--- config.mk ---
export PLATFORM = sky130hd
export DESIGN_NAME = amlu_ram
export DESIGN_NICKNAME = d
export VERILOG_FILES = /design/src/rtl/amlu_ram.sv
export SDC_FILE = /design/constraint.sdc
export NUM_CORES = 2
export LEC_CHECK = 0
export ABC_CLOCK_PERIOD_IN_PS = 4000
export BUFFER_PORTS_ARGS = -buffer_cell sky130_fd_sc_hd__clkbuf_2
export CORE_MARGIN = 2
export CORE_UTILIZATION = 55
export CTS_BUF_LIST = sky130_fd_sc_hd__clkbuf_16
export CTS_CLUSTER_SIZE = 10
export DETAILED_ROUTE_END_ITERATION = 8
export GPL_TIMING_DRIVEN = 0
export HOLD_SLACK_MARGIN = 0.02
export PLACE_DENSITY = 0.75
export SKIP_CTS_REPAIR_TIMING = 1
export SLEW_MARGIN = 20
export SYNTH_ARGS = -nofsm -noshare
export SYNTH_HDL_FRONTEND = slang
export SYNTH_SLANG_ARGS = --single-unit
--- constraint.sdc ---
create_clock -name clk -period 4 [get_ports clk]
set_input_delay 1.2 -clock clk [delete_from_list [all_inputs] [get_ports clk]]
set_output_delay 1.2 -clock clk [all_outputs]
set_load 0.03 [all_outputs]
--- src/rtl/amlu_ram.sv ---
// generic single-port-write, single-port-read ram with registered read data
`timescale 1ns / 1ps
`default_nettype none
module amlu_ram #(
  parameter int WIDTH = 8,
  parameter int DEPTH = 256
) (
  input  wire logic                     clk,
  input  wire logic                     we,
  input  wire logic [$clog2(DEPTH)-1:0] waddr,
  input  wire logic [WIDTH-1:0]         wdata,
  input  wire logic [$clog2(DEPTH)-1:0] raddr,
  output logic      [WIDTH-1:0]         rdata
);

  logic [WIDTH-1:0] mem [DEPTH];

  always_ff @(posedge clk) begin
    if (we) begin
      mem[waddr] <= wdata;
    end
    rdata <= mem[raddr];
  end

endmodule
`default_nettype wire

Word-level counts from Yosys, hierarchy flattened

Memories as Yosys holds them, arrays and structs flattened. A register that Yosys moved wholly into a read port is not among the register bits.
Cells that the tools add are included.

Register bits after elaboration: 0
Input port bits: 26
Latch bits: 0
Word-level logic and storage cells: 3
Bits in writable memories: 2048
Output and inout port bits: 8
Bits in read-only memories: 0
Memories kept: 1

Memories:

| memory | depth | bits a word | read ports | clocked after Yosys merged registers in | write ports | line | text |
|---|---|---|---|---|---|---|---|
| mem    | 256   | 8           | 1          | 1                                       | 1           | 16   | `logic [WIDTH-1:0] mem [DEPTH];` |

Shift operators: 0
Bitwise gates (word level): 0
Eq/ne operators: 0
Divide/modulo/power cells: 0
Reductions and logical operators: 0
$add $sub $neg: 0
Order comparisons: 0
Multipliers: 0
Multiplexer cells: 2

Operators with widths:

| kind             | count |
|---|---|
| 1-bit 2-to-1 mux | 2 |

Logic depth before layout (Yosys ltp)

Word-level depth: 2
Depth in mapped cells: 11

Worst setup path before layout

OpenSTA, ideal clock, no wires.

Kind: in2reg
Start: in raddr[0]
End: reg rdata[2], read port of mem
Buffers on the path: 4
Path slack: 862 ps
Arrival: 3007 ps
Cell stages on the path: 9
Cell sequence: buf_6 -> buf_12 -> buf_8 -> buf_2 -> mux4_2 -> a22oi_1 -> a21oi_1 -> nor4_1 -> nor4_2

RTL lines:

| what            | line | text |
|---|---|---|
| start, declared | 12   | `input wire logic [$clog2(DEPTH)-1:0] raddr,` |
| end, declared   | 13   | `output logic [WIDTH-1:0] rdata` |

Final worst setup path

Start: in waddr[1]
End: mem mem[34][2] (enable)

RTL lines:

| what            | line | text |
|---|---|---|
| start, declared | 10   | `input wire logic [$clog2(DEPTH)-1:0] waddr,` |
| end, declared   | 16   |  |

Straight into the memory's write port.

==> reports/qor.log <==
qor: sta.final_max_slew_violation_count 0
qor: drt.drt_pass1_iterations 9
qor: logic_synthesis.yosys_warnings 0
qor: drt.detailedRoute.firstIterationViolations 8392
qor: run_status.violations DRC, setup timing
qor: worst_setup_path.criticalPathCategory input pin to register
qor: global_route.grt_pass1_vias 41390
qor: final_layout.mostFrequentLayoutCells sky130_fd_sc_hd__edfxtp_1, sky130_fd_sc_hd__mux4_2, sky130_fd_sc_hd__nor2_1
qor: final_layout.drive_gt1_share 23.82%
qor: clock_tree.clock_tree.buffer_depth 3
qor: floorplan.coreArea 0.1437 mm2
qor: drt.drc 2
qor: clock_tree.cts_tree built
qor: logic_synthesis.ys_seq_elements 2056
qor: drt.detail_route.wl_per_cell 39.22 um
qor: final_layout.syn_to_final_growth 12.44%
qor: sta.timing.max_slew.rel_slack 18.13%
qor: floorplan.fp.dieW 384.3 um
qor: logic_synthesis.synthCells 3733
qor: sta.slew_of_the_pin_with_the_lowest_slew_margin 1224 ps
qor: clock_tree.h-tree-depth 4
qor: floorplan.boundaryPins 34
qor: run.maxCapViolCount 0
qor: clock_tree.cts_made_buffers 225
qor: sta.setup_violations 239
qor: sta.finClkSkew 50.70 ps
qor: power_and_ir_drop.leakage 27.86 nW
qor: worst_setup_path.worst_setup_path_end_kind register
qor: clock_tree.clk_root_buffer_cell sky130_fd_sc_hd__clkbuf_16
qor: logic_synthesis.ys_dominant_reg_cell sky130_fd_sc_hd__edfxtp_1
qor: power_and_ir_drop.power.ir.vdd_worst 0.0004742 V
qor: placement.preCtsSetupSlack -1836 ps
qor: clock_tree.clock_pin_transition_on_the_worst_setup_and_hold_timing_paths 50 ps
qor: global_route.antenna_violations_before_repair 18
qor: logic_synthesis.synth.cell_area 0.07956 mm2
qor: worst_setup_path.setup.worst_path.start_class input pin
qor: global_route.gr-total-overflow 0
qor: floorplan.dieArea 0.1477 mm2
qor: power_and_ir_drop.power_per_cell_area 500.1 mW/mm2
qor: placement.dp.cells 5684
qor: floorplan.initial_core_util 55.38%
qor: sta.setup-tns-final -12770 ps
qor: placement.finalWeightedCongestion 0.9926
qor: sta.finalWorstSetupSlack -196.3 ps
qor: logic_synthesis.async_reset_ff_share 0%
qor: clock_tree.clk_latency 850 ps
qor: global_route.grt_pass1_wl 322900 um
qor: clock_tree.clkSinkCount 2056
qor: run_status.status finished with violations
qor: worst_hold_path.min-delay-path-class input pin to register
qor: placement.final_hpwl_dp 155000 um
qor: sta.final_min_period_over_clock_period 104.9%
qor: placement.port_buffers 26
qor: logic_synthesis.synth_nets 3759
qor: drt.routed_via_density 7.134
qor: sta.fmaxAchievable 238.3 MHz
qor: sta.finalHoldViolCount 0
qor: global_route.grt_start_max_net_pins 129
qor: logic_synthesis.synth_edf_count 2048
qor: worst_setup_path.critical_path_peak_fanout 11
qor: drt.drt-total-wl 235500 um
qor: logic_synthesis.average_cell_area_after_synthesis 21.31 um2
qor: power_and_ir_drop.finalPower 0.04474 W
qor: final_layout.finish.net_count 4033
qor: final_layout.count_of_non_filler_cells_in_the_finished_layout 6005
qor: drt.final_antenna_net_count 0
qor: floorplan.dieHeight 384.3 um
qor: floorplan.row_count 139
qor: sta.rsz0062_at_grt yes
qor: sta.min_period 4196 ps
qor: drt.via_count 42840
qor: logic_synthesis.synth-seq-area-share 77.50%
qor: global_route.grtUsageTotal 32.10%
qor: final_layout.layout.cells.most_common sky130_fd_sc_hd__edfxtp_1
qor: worst_setup_path.crit_required 4460 ps
qor: worst_setup_path.timing.critical_path.arrival 4660 ps
qor: logic_synthesis.synth_cell_types 55
-- registers in the layout, summed over array words and instances (netlist names) --
register and count:
mem 2048, rdata 8
-- power by group --
group	switching, W	total (W)	internal (W)
sequential	0.0000167	0.0238	0.0238
combinational	0.00185	0.00266	0.000811
clock	0.00806	0.0183	0.0102
-- stage by stage --
stage	hold slack (ps)	area [um2]	util (%)
final	687.4	89450	62.27
after global routing	661.4	89410	62.24
after floorplan	769.9	79560	-
after detailed placement	1312	82800	57.64
after global placement	1284	82070	57.13
after CTS	641.6	89040	61.98
-- area by class of cell --
cell class,instances,area [um2]
antenna,18,45.04
buffer,231,1528
clock buffer,229,5731
clock inverter,75,514.2
fill,9537,54200
inverter,2,7.507
multi-input combinational,1442,16810
sequential,2056,61660
tap,1903,2381
timing repair buffer,49,773.2
-- cell usage after synthesis (8+ instances only) --
cell type,count,area (um2)
sky130_fd_sc_hd__o22ai_1,28,175.2
sky130_fd_sc_hd__buf_4,27,202.7
sky130_fd_sc_hd__nand3_1,34,170.2
sky130_fd_sc_hd__buf_2,31,155.2
sky130_fd_sc_hd__o221ai_1,46,402.9
sky130_fd_sc_hd__o21ai_0,10,50.05
sky130_fd_sc_hd__edfxtp_1,2048,61500
sky130_fd_sc_hd__a221oi_1,13,113.9
sky130_fd_sc_hd__nor2_1,282,1059
sky130_fd_sc_hd__a22o_1,8,70.07
sky130_fd_sc_hd__dfxtp_1,8,160.2
sky130_fd_sc_hd__buf_1,22,82.58
sky130_fd_sc_hd__nand4_1,10,62.56
sky130_fd_sc_hd__a211oi_1,16,120.1
sky130_fd_sc_hd__nand2b_1,8,50.05
sky130_fd_sc_hd__buf_6,21,236.5
sky130_fd_sc_hd__a21oi_1,96,480.5
sky130_fd_sc_hd__nor2b_1,31,193.9
sky130_fd_sc_hd__buf_12,8,160.2
sky130_fd_sc_hd__mux4_2,454,10220
sky130_fd_sc_hd__nand2_1,33,123.9
sky130_fd_sc_hd__o211ai_1,10,75.07
sky130_fd_sc_hd__clkbuf_1,111,416.7
sky130_fd_sc_hd__buf_8,13,195.2
sky130_fd_sc_hd__nor4_1,24,150.1
sky130_fd_sc_hd__mux2i_1,134,1341
sky130_fd_sc_hd__nor3_1,22,110.1
sky130_fd_sc_hd__a22oi_1,133,998.5
-- critical path: stages --
cell and delay [ps]:
sky130_fd_sc_hd__clkbuf_1 500, sky130_fd_sc_hd__nor2b_1 200, sky130_fd_sc_hd__clkbuf_1 510, sky130_fd_sc_hd__nand3_1 580, sky130_fd_sc_hd__clkbuf_2 650, sky130_fd_sc_hd__nor2_1 980
-- path summary, 6_finish.rpt --
check                        start                     to  slack [ps]  depth (start not counted)
max                       waddr[1]   mem[34][2]$_DFFE_PP_        -200                          6
min                       wdata[3]  mem[128][3]$_DFFE_PP_         690                          1
min reg2reg  mem[127][5]$_DFFE_PP_       rdata[5]$_DFF_P_        1400                          6
max reg2reg   mem[83][6]$_DFFE_PP_       rdata[6]$_DFF_P_         940                          6
-- per-layer routing --
metal | vias to the layer above | part of all wire [%] | track usage (%)
li1 | 16190 | - | -
met1 | 22040 | 34 | 43.05
met2 | 3894 | 44 | 46.26
met3 | 697 | 15 | 11.53
met4 | 12 | 6.2 | 17.58
met5 | - | 0.095 | 0
-- cells by family after synthesis --
group,after synthesis,share of synthesized area [%]
buffers and inverters,235,1.831
AOI/OAI and AO/OA,385,3.419
DFF,2056,77.50
muxes,591,14.62
and+or+nand+nor,466,2.628
Power figures use the tool's default switching activity.
