`src/rtl/amlu_pkg.sv`:
```
// shared types and constants for the automaton membership lookup
`timescale 1ns / 1ps
`default_nettype none
package amlu_pkg;

  // item function codes
  localparam logic [1:0] FUNC_WRITE = 2'd0;
  localparam logic [1:0] FUNC_KEY   = 2'd1;
  localparam logic [1:0] FUNC_QUERY = 2'd2;

  // node header layout
  localparam logic [7:0] COUNT_MASK   = 8'h3F;
  localparam logic [5:0] COUNT_EXT    = 6'd63;
  localparam int         FINAL_BIT    = 7;
  localparam int         COUNT_W      = 9;

  // a transition is a label then a four-byte target; after the label the
  // pointer sits on the target, so a miss skips four more bytes
  localparam logic [2:0] TARGET_SKIP  = 3'd4;

  // target bytes kept; the image address is never wider than this
  localparam int         TARGET_W     = 24;

  // image size as an address width, 64 bytes up to 16 Mbyte
  localparam int         DEF_IMAGE_AW = 16;

  // configuration register map, word index taken from paddr[2]
  localparam logic       REG_ROOT     = 1'b0;

endpackage
`default_nettype wire

```
`src/rtl/amlu_addr_unit.sv`:
```
// shared image address adder: read address and the pointer after it
`timescale 1ns / 1ps
`default_nettype none
module amlu_addr_unit
  import amlu_pkg::*;
#(
  parameter int IMAGE_AW = DEF_IMAGE_AW
) (
  input  wire logic [IMAGE_AW-1:0] base,
  input  wire logic [2:0]          off,
  output logic      [IMAGE_AW-1:0] rd_addr,
  output logic      [IMAGE_AW-1:0] next_addr
);

  // sums wrap at the image size by dropping the carry
  assign rd_addr   = base + IMAGE_AW'(off);
  assign next_addr = rd_addr + IMAGE_AW'(1);

endmodule
`default_nettype wire

```
`config.mk`:
```
export PLATFORM = sky130hd
export DESIGN_NAME = amlu_addr_unit
export DESIGN_NICKNAME = d
export VERILOG_FILES = /design/src/rtl/amlu_pkg.sv /design/src/rtl/amlu_addr_unit.sv
export SDC_FILE = /design/constraint.sdc
export NUM_CORES = 1
export LEC_CHECK = 0
export BUFFER_PORTS_ARGS = -buffer_cell sky130_fd_sc_hd__buf_2
export CORE_ASPECT_RATIO = 0.7
export CORE_UTILIZATION = 42
export DETAILED_ROUTE_END_ITERATION = 10
export PLACE_DENSITY = 0.8
export SYNTH_ARGS = -nofsm -noshare
export SYNTH_HDL_FRONTEND = slang
export SYNTH_SLANG_ARGS = --single-unit
```
`constraint.sdc`:
```
create_clock -name vclk -period 2.6
set_input_delay 0.39 -clock vclk [all_inputs]
set_output_delay 0.39 -clock vclk [all_outputs]
set_load 0.05 [all_outputs]
```
==> results.toml, run 1 <==
[run_status]
outcome = "stopped before the end"
stop_stage = "3_5_place_dp"
error = "[ERROR DPL-0038] Utilization greater than 100%, impossible to legalize"

[synth]
synth_xor_xnor_area_share_pct = 26.6
synth_seq_area_share_pct = 0
synth_area_um2 = 875
syn_inst = 112
synthMuxAreaShare_pct = 0
syn_avg_cell_area_um2 = 7.81
synth.net_count = 136
ys_types = 44
yosysWarnings = 0
synth_top_family_by_area = "simple AND/OR/NAND/NOR gates"
yosys.area_share.adder_pct = 8.01
synth_compound_area_share_pct = 22.5
yosys.area_share.simple_pct = 37.1

[placed_design]
gp_congestion = 0.872
place.port_buffers = 51

[floorplan]
die_w_um = 56.5
io-pin-count = 51
die_h_um = 40.2
start_util_pct = 46.0
row_count = 13
==> cell families after synthesis <==
kind of cell / Yosys count
AO/OA/AOI/OAI: 20
adder cells (fa/ha/maj): 5
XOR/XNOR: 24
buffers and inverters: 12
AND/OR/NAND/NOR: 51
==> Yosys cell counts, drive strengths merged <==
master,n,area [um^2]
xnor2,13,114
xor2,11,119
inv,9,33.8
nand2,9,33.8
nand3,9,50.1
nor2,9,33.8
a21oi,6,41.3
ha,4,50.1
nand4,4,40.0
buf,3,17.5
nor4,3,25.0
a32oi,2,17.5
and2,2,12.5
and3,2,12.5
nand2b,2,12.5
nor3,2,10.0
nor4b,2,38.8
o21ai,2,13.8
or2,2,12.5
or3,2,12.5
a2111oi,1,27.5
a211o,1,8.76
a211oi,1,12.5
a21boi,1,11.3
a21o,1,7.51
a31oi,1,6.26
fa,1,20.0
nor2b,1,6.26
nor3b,1,12.5
o2111ai,1,8.76
o211ai,1,7.51
o22ai,1,6.26
o41ai,1,27.5
or4,1,11.3
==> per-stage QoR <==
| stage | setup slack [ns] | TNS (ns) | cells |
|---|---|---|---|
| global placement | -0.680 | -6.46 | 235 |
| floorplan | -0.603 | -5.01 | 112 |
==> inputs of run 2 (changes only) <==
CORE_AREA = 2 2 63 65   (was default)
CORE_ASPECT_RATIO = default   (was 0.7)
CORE_UTILIZATION = default   (was 42)
DIE_AREA = 0 0 65 67   (was default)
PLACE_DENSITY = default   (was 0.8)
PLACE_DENSITY_LB_ADDON = 0.15   (was default)
clock period = 3.38 ns   (was 2.6 ns; I/O delays follow)
==> results.toml, run 2 <==
[run_status]
outcome = "completed"

[placed_design]
dp_hpwl_um = 2520
placed_area_mm2 = 0.00154
place.port_buffers = 51
pre_cts_ws_ns = -0.0793
gp_congestion = 0.844
dp.cells = 226

[setup_path]
cp.required_ns = 2.87
end_kind = "output pin"
worstPathArrival_ns = 2.79
start_kind = "primary input"
path_class = "in2out"
cp_max_fo = 3

[synth]
yosysWarnings = 0
synth_area_um2 = 875
synthTopCellsByCount = "xnor2_1 (13), nand2_1 (9), nor2_1 (9)"
synth_most_common_cell = "xnor2_1"
syn_inst = 112
synth.net_count = 136
yosysTopAreaCellShare_pct = 13.0
synth.area.top_cells = "xnor2_1 (13%), xor2_1 (8.0%), ha_1 (5.7%), xor2_2 (5.6%), nand3_1 (4.6%)"
yosys.area.top_type = "xnor2_1"
synth_seq_area_share_pct = 0
syn_avg_cell_area_um2 = 7.81
ys_types = 44

[clock_tree]
cts_setup_buffers = 0

[routing]
ant_nets = 0
via_per_inst = 4.76
wire_per_inst_um = 12.7
post-route-drc-count = 0
drtIter0Drc = 30
drt_wl_total_um = 2860
drtPass1Iterations = 4
vias = 1076

[global_routing]
grt_pass1_vias = 1004
grt_max_degree = 10
grt_pass1_wl_um = 4700
overflow = 0
grt_antenna_before_repair = 0
grtUsageTotal_pct = 13.3

[power]
leakagePower_nw = 0.719
peakVddDrop_mv = 0.0879
power.density_mw_per_mm2 = 221
pwr-share-clk_pct = 0
seqPwrFrac_pct = 0
p_int_mw = 0.115
p_sw_mw = 0.250
power_frac_comb_pct = 100.0
finalPower_mw = 0.365
sw_frac_of_total_pct = 68.6

[floorplan]
die_w_um = 65
die_area_mm2 = 0.00436
io-pin-count = 51
row_count = 22
core_mm2 = 0.00361
die_h_um = 67
start_util_pct = 24.3

[timing]
final_min_period_over_clock_period_pct = 97.6
min_period_ns = 3.30
worst_slack_ns = 0.0807
rsz0062_at_grt = "true"
worstMarginPinSlew_ns = 0.438
setup_viol = 0
fmax_mhz = 303
drv_slew = 0
timing.slew.headroom_pct = 70.8
hold_violations = 0
fin_setup_tns_ns = 0

[cells_and_area]
area_growth_pct = 88.6
fillCellCount = 368
nClkBuffers = 0
numSequentialCells = 0
stdcell_count = 226
diodes = 0
final_area_mm2 = 0.00165
nets = 204
layout_common_cells = "buf_2 (43), buf_4 (18), inv_1 (8), nand2_1 (8), nor2_1 (7)"
drive_gt1_share_pct = 63.5
regArea_um2 = 0
multi_input_area_mm2 = 0.00112
layout_commonest_cell = "buf_2"

[min_path]
hold_class = "in2out"

[job]
cap_violations = 0
run 2: cell counts after synthesis:
No cell type changed its count.
run 2: final cells by class:
type	count	share of cell area [%]
multi-input combinational	100	68.1
timing repair buffer	69	26.3
tap	48	3.64
inverter	9	2.05
run 2: path summary, 6_finish.rpt:
kind	startpoint	endpoint	slack [ns]	cells after the start
worst min-delay path	base[15]	rd_addr[15]	1.46	3
worst max-delay path	base[0]	next_addr[11]	0.08	10
run 2: stage by stage:
stage               hold slack (ns)  utilization, %
finish                         1.46            45.7
global route                   1.48            45.7
CTS                            1.46            42.8
detailed placement             1.46            42.6
global placement               1.46            42.6
floorplan                      1.17               -
run 2: timing repair:
item                                   in CTS  in global routing
pin swaps                                   1                  8
endpoints found under the hold margin       0                  0
setup endpoints to repair                   2                  6
gates resized for setup                     2                 25
hold buffers                                0                  0
run 2: routing by layer:
| layer | global-route usage, % | vias up | wire length [um] |
|---|---|---|---|
| met5 | 0 | - | 0 |
| met4 | 0 | 0 | 0 |
| met3 | 0.507 | 0 | 153 |
| met2 | 24.9 | 33 | 1460 |
| met1 | 18.1 | 511 | 1240 |
| li1 | - | 532 | - |
run 2: power by group through the flow:
stage	clock (mW)	combinational (mW)	sequential, mW
6_report	0	0.365	0
5_1_grt	0	0.387	0
4_1_cts	0	0.350	0
3_5_place_dp	0	0.349	0
3_3_place_gp	0	0.346	0
2_1_floorplan	0	0.259	0
run 2: worst max-delay path, cell delays in order:
cell	delay, ns
buf_6	0.10
ha_4	0.16
fa_2	0.36
or4_4	0.52
o41ai_4	0.31
o21ai_4	0.12
buf_4	0.16
nor2_1	0.12
xnor2_1	0.16
clkbuf_4	0.27
run 2: cells by family (layout without fill, tap and decap cells):
kind of cell | Yosys count | count (layout) | synth area share, %
AOI/OAI and AO/OA | 20 | 20 | 22.5
xor gates and xnor gates | 24 | 24 | 26.6
buffers and inverters | 12 | 78 | 5.87
and+or+nand+nor | 51 | 51 | 37.1
adders and majority gates | 5 | 5 | 8.01
Note: power is estimated with default switching activity, not from simulation.
==> inputs of run 3 (changes only) <==
clock period = 3.55 ns   (was 3.38 ns; I/O delays follow)
==> results.toml, run 3 (synthesis gave the netlist of run 2 again) <==
[cells_and_area]
area_growth_pct = 65.5
nClkBuffers = 0
layout_common_cells = "buf_2 (47), buf_4 (13), nand2_1 (9), nor2_1 (9)"
post-route-util_pct = 40.1
stdcell_count = 221
regArea_um2 = 0
drive_gt1_share_pct = 55.5
diodes = 0
nets = 199
layout_commonest_cell = "buf_2"
numSequentialCells = 0

[routing]
via_per_inst = 4.61
drtIter0Drc = 25
drt_wl_total_um = 2620
ant_nets = 0
drtPass1Iterations = 4
wire_per_inst_um = 11.9
post-route-drc-count = 0
vias = 1019

[min_path]
hold_class = "in2out"

[setup_path]
worstPathArrival_ns = 2.91
end_kind = "output pin"
cp_max_fo = 4
start_kind = "primary input"
cp.required_ns = 3.02
path_class = "in2out"

[timing]
hold_violations = 0
rsz0062_at_grt = "true"
min_period_ns = 3.45
fmax_mhz = 290
final_min_period_over_clock_period_pct = 97.1
worstMarginPinSlew_ns = 0.417
drv_slew = 0
setup_viol = 0
timing.slew.headroom_pct = 72.2

[floorplan]
die_h_um = 67
core_mm2 = 0.00361
row_count = 22
die_area_mm2 = 0.00436
die_w_um = 65
start_util_pct = 24.3
io-pin-count = 51

[run_status]
outcome = "completed"

[global_routing]
grt_max_degree = 10
grt_antenna_before_repair = 0
grt_pass1_vias = 996
grt_pass1_wl_um = 4370
overflow = 0
grtUsageTotal_pct = 12.2

[placed_design]
place.port_buffers = 51
dp.cells = 221
dp_hpwl_um = 2300
gp_congestion = 0.765

[job]
cap_violations = 0

[power]
peakVddDrop_mv = 0.0833
leakagePower_nw = 0.653
power.density_mw_per_mm2 = 219
[run 3: cell count changes in the layout (fill, tap and decap cells not counted), sizes merged]
cell,previous run,this run
buf,67,62
[run 3: path summary, 6_finish.rpt]
path	from	end	slack, ns	cells past startpoint
max	base[0]	next_addr[12]	0.10	10
min	base[15]	rd_addr[15]	1.47	3
[run 3: cell type report]
type                       count  area, um^2
fill                         372        2160
timing repair buffer          64         370
tap                           48        60.1
inverter                       9        33.8
multi-input combinational    100         983
[run 3: metal layers]
layer	track usage [%]	vias up	share of wire [%]
met4	0	0	0
met2	24.1	23	52
met5	0	-	0
li1	-	522	-
met3	0.169	0	4.6
met1	15.5	474	43
[run 3: power breakdown]
part | switching [mW] | internal (mW)
registers | 0 | 0
logic | 0.225 | 0.0924
clock network | 0 | 0
[run 3: timing repair]
item / 4_1_cts / 5_1_grt
setup endpoints to repair: 1 / 4
buffers inserted: 0 / 0
endpoints found under the hold margin: 0 / 0
pin swaps: 0 / 1
resized for setup: 2 / 11
hold buffers: 0 / 0
cloned: 0 / 0
[run 3: critical path: stages]
cell	delay [ns]
buf_2	0.10
ha_1	0.22
fa_2	0.38
or4_4	0.52
o41ai_4	0.29
o211ai_1	0.25
nor2_1	0.17
buf_4	0.15
xor2_4	0.14
buf_6	0.17
[run 3: through the flow]
step	hold WS, ns	setup TNS [ns]	setup WS (ns)	power, mW	area [um^2]
CTS	1.48	0	0.0352	0.316	1410
global placement	1.47	0	0.0566	0.313	1410
global route	1.49	-0.0440	-0.0309	0.337	1450
finish	1.47	0	0.104	0.317	1450
floorplan	1.21	-0.164	-0.0985	0.237	1010
detailed placement	1.48	-0.0215	-0.0215	0.315	1410
